File: config.mk
export PLATFORM = sky130hd
export DESIGN_NAME = v3alu_pipe
export DESIGN_NICKNAME = d
export VERILOG_FILES = /design/src/rtl/v3alu_pkg.sv /design/src/rtl/v3alu_pipe.sv
export SDC_FILE = /design/constraint.sdc
export NUM_CORES = 1
export LEC_CHECK = 0
export BUFFER_PORTS_ARGS = -buffer_cell sky130_fd_sc_hd__buf_2
export CAP_MARGIN = 40
export CORE_MARGIN = 10
export CORE_UTILIZATION = 60
export DETAILED_ROUTE_END_ITERATION = 8
export PLACE_DENSITY = 0.77
export SETUP_SLACK_MARGIN = 0.5
export SYNTH_ARGS = -nofsm -noshare
export SYNTH_HDL_FRONTEND = slang
export SYNTH_SLANG_ARGS = --single-unit
export TNS_END_PERCENT = 20
File: constraint.sdc
create_clock -name aclk -period 1.13 [get_ports aclk]
set_input_delay 0.226 -clock aclk [delete_from_list [all_inputs] [get_ports aclk]]
set_output_delay 0.226 -clock aclk [all_outputs]
set_load 0.01 [all_outputs]
File: src/rtl/v3alu_pkg.sv
// Shared types and constants for the three-component vector ALU.
// No dependencies; imported by every module of the block.
package v3alu_pkg;

    localparam int LANES      = 3;
    localparam int FIELD_W    = 32;
    localparam int OPCODE_W   = 4;
    localparam int IN_DATA_W  = 6 * FIELD_W;
    localparam int OUT_DATA_W = 3 * FIELD_W;
    localparam int OUT_USER_W = 3;

    typedef enum logic [OPCODE_W-1:0] {
        OP_ADD    = 4'd0,
        OP_SUB    = 4'd1,
        OP_MUL    = 4'd2,
        OP_DIV    = 4'd3,
        OP_DOT    = 4'd4,
        OP_CROSS  = 4'd5,
        OP_LENGTH = 4'd6,
        OP_NORM   = 4'd7,
        OP_EQUAL  = 4'd8
    } opcode_t;

    typedef enum logic [1:0] {
        LM_ADD  = 2'd0,
        LM_SUB  = 2'd1,
        LM_PROD = 2'd2,
        LM_DIFF = 2'd3
    } lane_mode_t;

    typedef struct packed {
        logic [FIELD_W-1:0] r_z;
        logic [FIELD_W-1:0] r_y;
        logic [FIELD_W-1:0] r_x;
        logic               divide_by_zero;
        logic               saturated;
        logic               equal_flag;
    } res_t;

endpackage

File: src/rtl/v3alu_pipe.sv
// Enabled delay line that carries shared sideband alongside the divider lanes.
// Depends on v3alu_pkg.
module v3alu_pipe #(
    parameter int DEPTH = 48,
    parameter int WIDTH = 8
) (
    input  logic             aclk,
    input  logic             en,
    input  logic [WIDTH-1:0] d_in,
    output logic [WIDTH-1:0] d_out
);
    import v3alu_pkg::*;

    logic [WIDTH-1:0] tap_reg [DEPTH];

    always_ff @(posedge aclk) begin
        if (en) begin
            tap_reg[0] <= d_in;
            for (int k = 1; k < DEPTH; k++) begin
                tap_reg[k] <= tap_reg[k-1];
            end
        end
    end

    assign d_out = tap_reg[DEPTH-1];

endmodule

## Yosys cells after proc, flatten, opt, wreduce, memory -nomap -nowiden

Memory sizes are Yosys's and may differ from the RTL's.
Index checks and enable logic that the tools add are counted.
W data, S select, Z words.

| storage, ports and cells | value |
|---|---|
| register bits | 0 |
| bits in latches | 0 |
| RAM bits | 384 |
| memory bits (read-only) | 0 |
| output and inout bits | 8 |
| memories | 1 |

| operators by class | value |
|---|---|
| $add $sub $neg | 0 |
| multipliers | 0 |
| div/mod/pow operators | 0 |
| magnitude comparators | 0 |
| eq/ne operators | 0 |
| shifts and indexed selects | 0 |
| mux-type cells | 2 |
| bitwise operators | 0 |
| reduce and logical (&&, ||, !) cells | 0 |

Memory list:

| name | words | bits a word | rd ports | clocked after memory_dff | write ports | line | text |
|---|---|---|---|---|---|---|---|
| tap_reg | 48 | 8 | 48 | 0 | 48 | v3alu_pipe.sv:14 | `logic [WIDTH-1:0] tap_reg [DEPTH];` |

Operator list:

| kind | count |
|---|---|
| $mux W1 | 2 |

## Logic depth before layout (Yosys ltp)

| logic depth | value |
|---|---|
| depth after elaboration | 2 |
| depth in mapped cells | 0 |
| mapped depth without buffers | 0 |

## Worst setup path after synthesis

No wires, ideal clock.

| path | value |
|---|---|
| path type | flip-flop to output port |
| start | memory tap_reg[47][0] |
| end | output port d_out[0] |
| data arrival time | 0.394 ns |
| required time | 0.904 ns |
| setup slack | 0.510 ns |
| cell stages (with the launch flop) | 1 |
| buffers on the path | 0 |
| cells stage by stage | edfxtp_1 |

RTL lines:

| item | line | text |
|---|---|---|
| from (decl) | v3alu_pipe.sv:14 |  |
| to (decl) | v3alu_pipe.sv:10 | `output logic [WIDTH-1:0] d_out` |

==> tab_implementation.tex <==
\begin{tabular}{lr}
\hline
Metric & Value \\
\hline
\multicolumn{2}{l}{\textbf{CTS}} \\
Max clock buf depth & 3 \\
Clk sinks & 384 \\
Number of buffers created by CTS & 36 \\
Buffer type at the clock tree root & sky130\_fd\_sc\_hd\_\_clkbuf\_16 \\
Clock network latency to the later pin of the worst-skew pair & 510 ps \\
Clock-pin slew of the registers on the worst-case setup and hold paths & 70 ps \\
CTS H-tree depth & 2 \\
Cells resized by post-CTS repair & 0 \\
CTS tree & done \\
\multicolumn{2}{l}{\textbf{Cells and area}} \\
Number of antenna repair diodes & 0 \\
Max reg flops & 384 \\
Final cell utilization of the core & 0.720 \\
Area occupied by multi-input gates & 0 sq um \\
Net count reported at finish & 485 \\
Number of multi-input logic gates & 0 \\
Post-route cell area & 0.0136 sq mm \\
Post-synthesis to final-layout area growth & 17.6\% \\
Number of fillers in the final layout & 1009 \\
Fraction of layout instances using a drive strength above 1 & 0.182 \\
\multicolumn{2}{l}{\textbf{Timing}} \\
Final critical-path setup slack & -91.2 ps \\
Clock period minus final worst setup slack & 1220 ps \\
Hold WS & 147 ps \\
Slew Limit Fails & 0 \\
Worst Clk Skew & 19.1 ps \\
Fin. Hold Viols & 0 \\
Final sum of negative setup slack & -645 ps \\
Slew HR & 0.833 \\
Number of setup violations in the final report & 8 \\
Setup repair after global routing missed its margin & yes \\
Tightest Pin Transition & 250 ps \\
Maximum clock rate & 819 MHz \\
Final cycle utilization of the critical path & 1.08 \\
\multicolumn{2}{l}{\textbf{Yosys}} \\
Synthesized-area fraction occupied by xor and xnor cells & 0 \\
Post-synthesis sequential area ratio & 1.00 \\
Number of enable flip-flop cells after synthesis & 384 \\
Combined area of all synthesized cells & 0.0115 sq mm \\
Multiplexer share of the synthesized area & 0 \\
Cell taking the most area after synthesis & sky130\_fd\_sc\_hd\_\_edfxtp\_1 \\
Count of different cell masters after synthesis & 1 \\
Async set-reset flop share out of synthesis & 0 \\
Most common cell in the netlist & sky130\_fd\_sc\_hd\_\_edfxtp\_1 \\
Post-Syn Area per Cell & 30.0 sq um \\
Cells after synthesis & 384 \\
Post-synthesis sequential element count & 384 \\
Area share of the largest cell type after synthesis & 1.00 \\
Number of synthesis warnings & 0 \\
Leading cell types by count after synthesis & sky130\_fd\_sc\_hd\_\_edfxtp\_1 \\
Synth Net Count & 394 \\
Top cells by area, synth & sky130\_fd\_sc\_hd\_\_edfxtp\_1 \\
Synth Area in Simple Gates & 0 \\
Adder and majority cell fraction of the synthesized area & 0 \\
Post-synth top flop & sky130\_fd\_sc\_hd\_\_edfxtp\_1 \\
Compound-gate portion of the synthesized area & 0 \\
\multicolumn{2}{l}{\textbf{Pwr}} \\
Power density over the cells & 2110 mW/mm\^{}2 \\
Maximum resistive drop on vdd & 1620 uV \\
Leakage dissipation & 4.62 nW \\
\multicolumn{2}{l}{\textbf{Placed design}} \\
Number of input and output port buffers inserted & 17 \\
Half-perimeter wire length after placement & 6270 microns \\
Instance area at placement & 0.0124 sq mm \\
Placer congestion estimate & 0.710 \\
Setup Slack @ Placement & 93.7 ps \\
\multicolumn{2}{l}{\textbf{Die}} \\
Core Box Area & 0.0188 sq mm \\
IO Count & 18 \\
Die H & 159 microns \\
Number of standard-cell rows in the floorplan & 50 \\
Area of the die & 0.0252 sq mm \\
Starting density of the core & 0.612 \\
Chip Width & 159 microns \\
\multicolumn{2}{l}{\textbf{Route}} \\
Aggregate routed wire length & 14300 microns \\
Routed Antenna Nets & 0 \\
Via density per instance & 5.05 \\
Average wire per cell in the routed design & 18.8 microns \\
Initial DRC count & 264 \\
DR pass1 iterations & 4 \\
Number of vias in the routed layout & 3831 \\
Remaining design rule violation count & 0 \\
\multicolumn{2}{l}{\textbf{Run}} \\
Number of max-cap violations & 0 \\
\multicolumn{2}{l}{\textbf{Hold path}} \\
Worst hold-check path type & input pin to flop \\
Endpoint of the worst hold path & tap\_reg[36][1] \\
Hold Crit Start & en \\
Number of instances on the worst hold path & 2 \\
\multicolumn{2}{l}{\textbf{Critical path}} \\
Setup crit start & tap\_reg[47][7] \\
Critical path cell sequence & buf\_2 \\
Worst r2r path cells & 0 \\
Slowest cell on the critical path & sky130\_fd\_sc\_hd\_\_edfxtp\_1 \\
Endpoint of the worst register-to-register path & tap\_reg[28][5] \\
Highest net fanout along the worst path & 1 \\
Type of element capturing the critical path & primary output \\
Data arrival at the endpoint of the critical path & 1000 ps \\
Type of the worst setup path & flop to primary output \\
FF-to-FF setup slack & 410 ps \\
Maximum single-stage delay on the critical path & 350 ps \\
RR Startpoint & tap\_reg[27][5] \\
Crit path buf inv count & 1 \\
Path length in cells of the critical path & 1 \\
Required time at the worst-slack endpoint & 900 ps \\
Startpoint types & flop \\
Family of cells with the greatest summed delay on the critical path & flip-flops \\
\multicolumn{2}{l}{\textbf{Run status}} \\
Outcome & finished with violations \\
Violated checks & negative setup slack \\
\multicolumn{2}{l}{\textbf{GRT}} \\
Total routing resource utilization after global routing & 0.118 \\
Via count of the first global-routing pass & 4015 \\
Largest net degree at the start of global routing & 49 \\
Global-route wire length before repair & 22500 microns \\
Number of antenna violations at the first check in global routing & 0 \\
Leftover overflow at the end of global routing & 0 \\
\hline
\end{tabular}
## what timing repair did
item	4_1_cts	5_1_grt
endpoints found under the setup margin	163	274
cloned	0	0
buffers inserted	0	0
hold buffers	8	0
hold endpoints to repair	8	0
## metal layers
metal | global-route usage | vias up | routed length, microns | part of all wire
met1 | 0.165 | 1965 | 6670 | 0.47
met4 | 0.0441 | 0 | 341 | 0.024
met5 | 0 | - | 0 | 0
met3 | 0.0294 | 32 | 573 | 0.040
met2 | 0.180 | 81 | 6670 | 0.47
li1 | - | 1753 | - | -
## area by class of cell
| class | count | area, sq um | area share |
|---|---|---|---|
| Tap cell | 260 | 325 | 0.0240 |
| Timing Repair Buffer | 53 | 598 | 0.0441 |
| Sequential cell | 384 | 11500 | 0.850 |
| Clock buffer | 44 | 931 | 0.0686 |
| Clock inverter | 18 | 176 | 0.0130 |
## worst max-delay path by stage
stage / slack [ps] / endpoint
after floorplan: 510 / d_out[0]
after global placement: 110 / tap_reg[43][4]
after detailed placement: 90 / tap_reg[27][3]
after CTS: -120 / d_out[7]
after global routing: -170 / d_out[1]
final: -90 / d_out[7]
## cell families (layout without fill, tap and decap cells)
group	count (synthesis)	in the layout
flops	384	384
buf+inv	0	115
## power by group
| part | switching [mW] | internal (mW) |
|---|---|---|
| Sequential | 0.250 | 16.6 |
| Combinational | 0.299 | 0.186 |
| Clock | 4.77 | 6.57 |
| Total | 5.32 | 23.3 |
## per-stage QoR
stage,total power [mW],cells
floorplan,17.0,384
global placement,17.5,689
detailed placement,17.6,689
CTS,29.0,759
global route,29.7,759
finish,28.7,759
## cells in the final DEF (no fill, tap or decap), types with 3 or more instances in the layout
cell and count:
sky130_fd_sc_hd__buf_12 17, sky130_fd_sc_hd__buf_2 16, sky130_fd_sc_hd__buf_4 11, sky130_fd_sc_hd__bufinv_16 3, sky130_fd_sc_hd__clkbuf_1 8, sky130_fd_sc_hd__clkbuf_16 36, sky130_fd_sc_hd__clkinv_1 8, sky130_fd_sc_hd__clkinv_2 4
sky130_fd_sc_hd__dlygate4sd3_1 8, sky130_fd_sc_hd__edfxtp_1 384
(Power assumes the default switching activity.)
