[src/rtl/v3alu_pkg.sv]
// Shared types and constants for the three-component vector ALU.
// No dependencies; imported by every module of the block.
package v3alu_pkg;

    localparam int LANES      = 3;
    localparam int FIELD_W    = 32;
    localparam int OPCODE_W   = 4;
    localparam int IN_DATA_W  = 6 * FIELD_W;
    localparam int OUT_DATA_W = 3 * FIELD_W;
    localparam int OUT_USER_W = 3;

    typedef enum logic [OPCODE_W-1:0] {
        OP_ADD    = 4'd0,
        OP_SUB    = 4'd1,
        OP_MUL    = 4'd2,
        OP_DIV    = 4'd3,
        OP_DOT    = 4'd4,
        OP_CROSS  = 4'd5,
        OP_LENGTH = 4'd6,
        OP_NORM   = 4'd7,
        OP_EQUAL  = 4'd8
    } opcode_t;

    typedef enum logic [1:0] {
        LM_ADD  = 2'd0,
        LM_SUB  = 2'd1,
        LM_PROD = 2'd2,
        LM_DIFF = 2'd3
    } lane_mode_t;

    typedef struct packed {
        logic [FIELD_W-1:0] r_z;
        logic [FIELD_W-1:0] r_y;
        logic [FIELD_W-1:0] r_x;
        logic               divide_by_zero;
        logic               saturated;
        logic               equal_flag;
    } res_t;

endpackage

[src/rtl/v3alu_isqrt.sv]
// Pipelined integer square root, one result bit per stage, with sideband.
// Depends on v3alu_pkg.
module v3alu_isqrt #(
    parameter int WORD_BITS = 32,
    parameter int SIDE_W    = 8
) (
    input  logic                   aclk,
    input  logic                   en,
    input  logic [2*WORD_BITS-1:0] rad_in,
    input  logic [SIDE_W-1:0]      side_in,
    output logic [WORD_BITS-1:0]   root_out,
    output logic [SIDE_W-1:0]      side_out
);
    import v3alu_pkg::*;

    localparam int W  = WORD_BITS;
    localparam int RW = W + 3;

    logic [RW-1:0]     rem_reg  [W];
    logic [W-1:0]      root_reg [W];
    logic [2*W-1:0]    rad_reg  [W];
    logic [SIDE_W-1:0] side_reg [W];

    for (genvar k = 0; k < W; k++) begin : g_stage
        logic [RW-1:0]     rem_i, rem_t, trial;
        logic [W-1:0]      root_i;
        logic [2*W-1:0]    rad_i;
        logic [SIDE_W-1:0] side_i;
        logic              take;

        if (k == 0) begin : g_first
            assign rem_i  = '0;
            assign root_i = '0;
            assign rad_i  = rad_in;
            assign side_i = side_in;
        end else begin : g_next
            assign rem_i  = rem_reg[k-1];
            assign root_i = root_reg[k-1];
            assign rad_i  = rad_reg[k-1];
            assign side_i = side_reg[k-1];
        end

        assign rem_t = {rem_i[RW-3:0], rad_i[2*W-1 -: 2]};
        assign trial = {1'b0, root_i, 2'b01};
        assign take  = (rem_t >= trial);

        always_ff @(posedge aclk) begin
            if (en) begin
                rem_reg[k]  <= take ? rem_t - trial : rem_t;
                root_reg[k] <= {root_i[W-2:0], take};
                rad_reg[k]  <= {rad_i[2*W-3:0], 2'b00};
                side_reg[k] <= side_i;
            end
        end
    end

    assign root_out = root_reg[W-1];
    assign side_out = side_reg[W-1];

endmodule

[config.mk]
export PLATFORM = sky130hd
export DESIGN_NAME = v3alu_isqrt
export DESIGN_NICKNAME = d
export VERILOG_FILES = /design/src/rtl/v3alu_pkg.sv /design/src/rtl/v3alu_isqrt.sv
export SDC_FILE = /design/constraint.sdc
export NUM_CORES = 2
export LEC_CHECK = 0
export CAP_MARGIN = 20
export CORE_ASPECT_RATIO = 1.75
export CORE_MARGIN = 2
export CORE_UTILIZATION = 56
export CTS_BUF_LIST = sky130_fd_sc_hd__clkbuf_4
export DETAILED_ROUTE_END_ITERATION = 6
export DONT_BUFFER_PORTS = 1
export PLACE_DENSITY_LB_ADDON = 0.3
export SETUP_SLACK_MARGIN = 0.1
export SLEW_MARGIN = 30
export SYNTH_ARGS = -nofsm -noshare
export SYNTH_HDL_FRONTEND = slang
export SYNTH_MEMORY_MAX_BITS = 65536
export SYNTH_SLANG_ARGS = --single-unit
[constraint.sdc]
create_clock -name aclk -period 3.5 [get_ports aclk]
set_input_delay 0.525 -clock aclk [delete_from_list [all_inputs] [get_ports aclk]]
set_output_delay 0.525 -clock aclk [all_outputs]
set_load 0.02 [all_outputs]
### Word-level counts from Yosys, hierarchy flattened

Memories as Yosys holds them, arrays and structs flattened.
Index checks and enable logic that the tools add are counted.

* bits in registers: 0
* bits of input ports: 74
* RAM bits: 4384
* latch bits: 0
* bits in read-only memories: 0
* logic and storage cells: 102
* output and inout port bits: 40
* memories kept: 4

Memory list
* rad_reg: depth 32, width 62, rd ports 31, clocked after Yosys merged registers in 0, wr ports 32, RTL line v3alu_isqrt.sv:21 `logic [2*W-1:0] rad_reg [W];`
* rem_reg: depth 32, width 35, rd ports 31, clocked after Yosys merged registers in 0, wr ports 32, RTL line v3alu_isqrt.sv:19 `logic [RW-1:0] rem_reg [W];`
* root_reg: depth 32, width 32, rd ports 32, clocked after Yosys merged registers in 0, wr ports 32, RTL line v3alu_isqrt.sv:20 `logic [W-1:0] root_reg [W];`
* side_reg: depth 32, width 8, rd ports 32, clocked after Yosys merged registers in 0, wr ports 32, RTL line v3alu_isqrt.sv:22 `logic [SIDE_W-1:0] side_reg [W];`

* reduce and logical (&&, ||, !) cells: 0
* multiply operators: 0
* muxes and demuxes: 34
* divide/modulo/power cells: 0
* order comparisons: 32
* equal/unequal tests: 0
* bitwise logic cells: 0
* shift-type cells: 0
* $add $sub $neg: 32

Operator list (number)
* 35-bit 2-to-1 mux: 32
* 35-bit by 34-bit greater-or-equal comparator with 1-bit output: 31
* 35-bit by 34-bit subtractor with 35-bit output: 31
* 2-bit by 1-bit subtractor with 3-bit output, second input constant: 1
* 2-bit by 1-bit greater-or-equal comparator with 1-bit output, second input constant: 1
* 1-bit 2-to-1 mux: 2

### Depth between registers and ports, before layout

An unclocked memory read counts as a cell.

* word-level depth: 3
* depth in mapped cells: 16
* depth with buffers taken out: 13

### Least setup slack after synthesis

Ideal clock, no wire load.

* kind: reg2reg
* from: memory rem_reg[1][458] in the netlist's numbering
* to: memory rem_reg[1][497] in the netlist's numbering (data pin)
* clock period less this slack: 3.488 ns
* arrival: 3.234 ns
* path buffers: 2
* data required time: 3.246 ns
* cell stages (with the launch flop): 14
* setup slack: 0.012 ns
* setup time: 0.254 ns
* cell sequence: edfxtp_1 > ha_1 > a211oi_1 > nor3_1 > nor3_1 > a211oi_1 > a221oi_1 > o31ai_1 > a31oi_1 > o31a_1 > clkbuf_1 > clkbuf_1 > a211oi_1 > a21o_1

RTL lines (RTL line)
* from (decl): v3alu_isqrt.sv:19

==> metrics.txt <==
status complete, but fails checks; failing checks negative setup slack; Synth async-reset ratio 0; top-level I/O count ~110; Slowest cell on crit path or4_4; clock skew between 0.1 and 0.15 ns; WHS between 0.3 and 0.4 ns; Hold Vio Cnt, Final 0; total number of vias roughly 80000; share of the synthesized area in the top cell type 0.669; largest net degree at the start of global routing roughly 230; Leak Pwr 0.0573 µW; crit path launch type register; number of synthesized flops with an enable pin roughly 2800; area added between synthesis and finish 18.8%; Max-cap violations 0; slew margin rel. 0.379; min-delay worst type reg2reg; critical path arrival 4.63 ns; Initial Utilization 0.562; drt initial violations ~4800; overall routing resource usage 0.242; RSZ-0062 raised after global routing true; Overflow after GRT 0; final worst slack -0.0645 ns; most frequent cell after synthesis edfxtp_1; register bit total from synthesis 2750; DR DRC count 0; post-synth top area cell edfxtp_1; DIE WIDTH 359 µm; CTS HTree Levels 6; placed cell count around 13000; share of layout cells above drive strength 1 0.212; max FFs per register ~990; full die area 0.224 mm²; worst-case vdd ir drop between 0.0004 and 0.0005 V; vias in the first global route slightly above 80000; 1st-pass router iterations 6; clock buffer count from CTS 620; worst-path cell chain ha_4 -> nand2_2 -> or4_4 -> nor4_4 -> a21o_1 -> a21oi_4 -> buf_6 -> a2111o_1 -> nor4_2 -> xor2_1; number of non-filler instances in the completed layout approximately 14000; sequential share of the synthesized area 0.669; std cell rows between 200 and 250; Pwr Density roughly 620 mW/mm²; Nets about 11000; prevailing post-synth register cell edfxtp_1; clock-pin slew on the worst setup and hold paths around 0.070 ns; CP Max Fanout 3; Tightest Pin Transition roughly 0.91 ns; Synth Instances 9185; Synth Warn # 0; WL final around 280 mm; Final Cycle Share 1.02; CTS root buffer clkbuf_4; final setup fails 6; core area about 0.22 mm²; f_max about 0.28 GHz; Max Slew Vio Count 0; Die Span Y 625 µm; Antenna Nets Post-Route 0; CTS Buffer Depth 4; final worst path period need around 3.6 ns; Req. time, crit path approximately 4.6 ns; top area cells in the synthesized netlist edfxtp_1, ha_1, xor2_1; Routed WL per cell about 20 µm; Synth top cells by count edfxtp_1, inv_1, nand2_1; crit end category register; post-synthesis cell type count between 90 and 100; port bufs 0; global-route wire length before repair ~420 mm; initial antenna violation count 9; worst skew pair latency 1.37 ns; syn_nets 9820; syn_area_per_cell 13.4 µm²; synthesized cell area ~0.12 mm²; Clock Sink Count 2750; CP max stage delay around 0.59 ns; post-DP HPWL ~190 mm; Placer Congestion 0.979; CTS tree done; via-per-instance ratio approximately 5.6; WS Path Type reg2reg
==> metal layers <==
metal | track usage | part of all wire | vias to the layer above
li1 | - | - | 37400
met1 | 0.194 | 0.29 | 37800
met2 | 0.484 | 0.57 | 2370
met3 | 0.0372 | 0.037 | 1164
met4 | 0.227 | 0.11 | 2
met5 | 0 | 0.000071 | -
==> cells by family after synthesis <==
| family | Yosys count | share of synthesized area |
|---|---|---|
| flops | 2750 | 0.669 |
| simple gates | 2346 | 0.0941 |
| compound gates | 1789 | 0.0903 |
| buf+inv | 878 | 0.0271 |
| xor+xnor | 785 | 0.0557 |
| fa+ha+maj | 561 | 0.0569 |
| mux | 75 | 0.00676 |
| other cells | 1 | 0.0000304 |
==> through the flow <==
step                      total power [µW]  setup slack (ns)   util  area (µm²)  setup TNS (ns)
after global placement               63600            -0.851  0.602      132000         -141.99
after CTS                            90600           -0.0588  0.655      144000          -0.732
after global routing                 95700           -0.0797  0.667      147000           -1.63
after detailed placement             64300            -0.850  0.603      132000         -124.32
final                                91100           -0.0645  0.667      147000          -0.123
after floorplan                      56000             0.127      -      123000               0
==> final timing paths <==
| check | to | start | depth (start not counted) | slack (ns) |
|---|---|---|---|---|
| worst min-delay path | rad_reg[1][432] | rad_reg[1][368] | 0 | 0.37 |
| worst min register to register | rad_reg[1][432] | rad_reg[1][368] | 0 | 0.37 |
| worst max register to register | rem_reg[1][134] | rem_reg[1][88] | 10 | -0.06 |
| worst max-delay path | rem_reg[1][134] | rem_reg[1][88] | 10 | -0.06 |
==> layout make-up <==
type                    instances  area (µm²)
diodes                         31        77.6
clock buffers                 885        6640
clock inverters               189        1180
fillers                     15400       73100
inverters                     705        2660
multi-input cells            5557       40200
flip-flops and latches       2750       82600
well taps                    2875        3600
repair buffers               1015        9620
==> cells in the final DEF, fill, tap and decap left out, types with 28 or more instances in the layout <==
master and n:
o21ai_0 400, nor2_1 507, ha_1 526, nand3_1 141, buf_16 41, buf_12 31, nor2b_1 94, o211ai_1 29
buf_6 39, ha_4 32, nor3_1 215, mux2_2 62, diode_2 31, dlygate4sd3_1 147, or2_2 42, a211oi_1 35
clkinv_1 123, nand2b_1 125, nand2_1 604, inv_1 690, o21ai_1 64, nor4_1 84, buf_4 735, clkbuf_4 885
a21oi_2 36, xor2_1 405, a31oi_1 29, edfxtp_1 2750, and3_1 39, a21o_1 250, o21ai_2 28, o31ai_1 51
or4_1 46, or3_1 89, xnor2_1 372, a21oi_1 471, o21bai_1 46, o21a_1 106, nand4_1 85
==> worst max-delay path: cells and delay by family (launching register included) <==
| kind | cells | cell delay [ns] |
|---|---|---|
| flops | 1 | 0.55 |
| buf+inv | 1 | 0.15 |
| simple gates | 4 | 1.11 |
| fa+ha+maj | 1 | 0.36 |
| xor+xnor | 1 | 0.33 |
| compound gates | 3 | 0.79 |
==> power breakdown <==
group / leakage [µW] / total [µW] / switching [µW] / internal (µW)
Sequential: 0.0265 / 43900 / 2530 / 41300
Combinational: 0.0261 / 22200 / 12300 / 9960
Clock: 0.00466 / 25000 / 12200 / 12800
==> what timing repair did <==
action,4_1_cts,5_1_grt
pin swaps,102,148
gates resized for setup,308,371
gates cloned,12,11
hold buffers,150,0
hold endpoints to repair,1005,0
setup endpoints to repair,502,750
setup buffers,54,68
(Power assumes the default switching activity.)
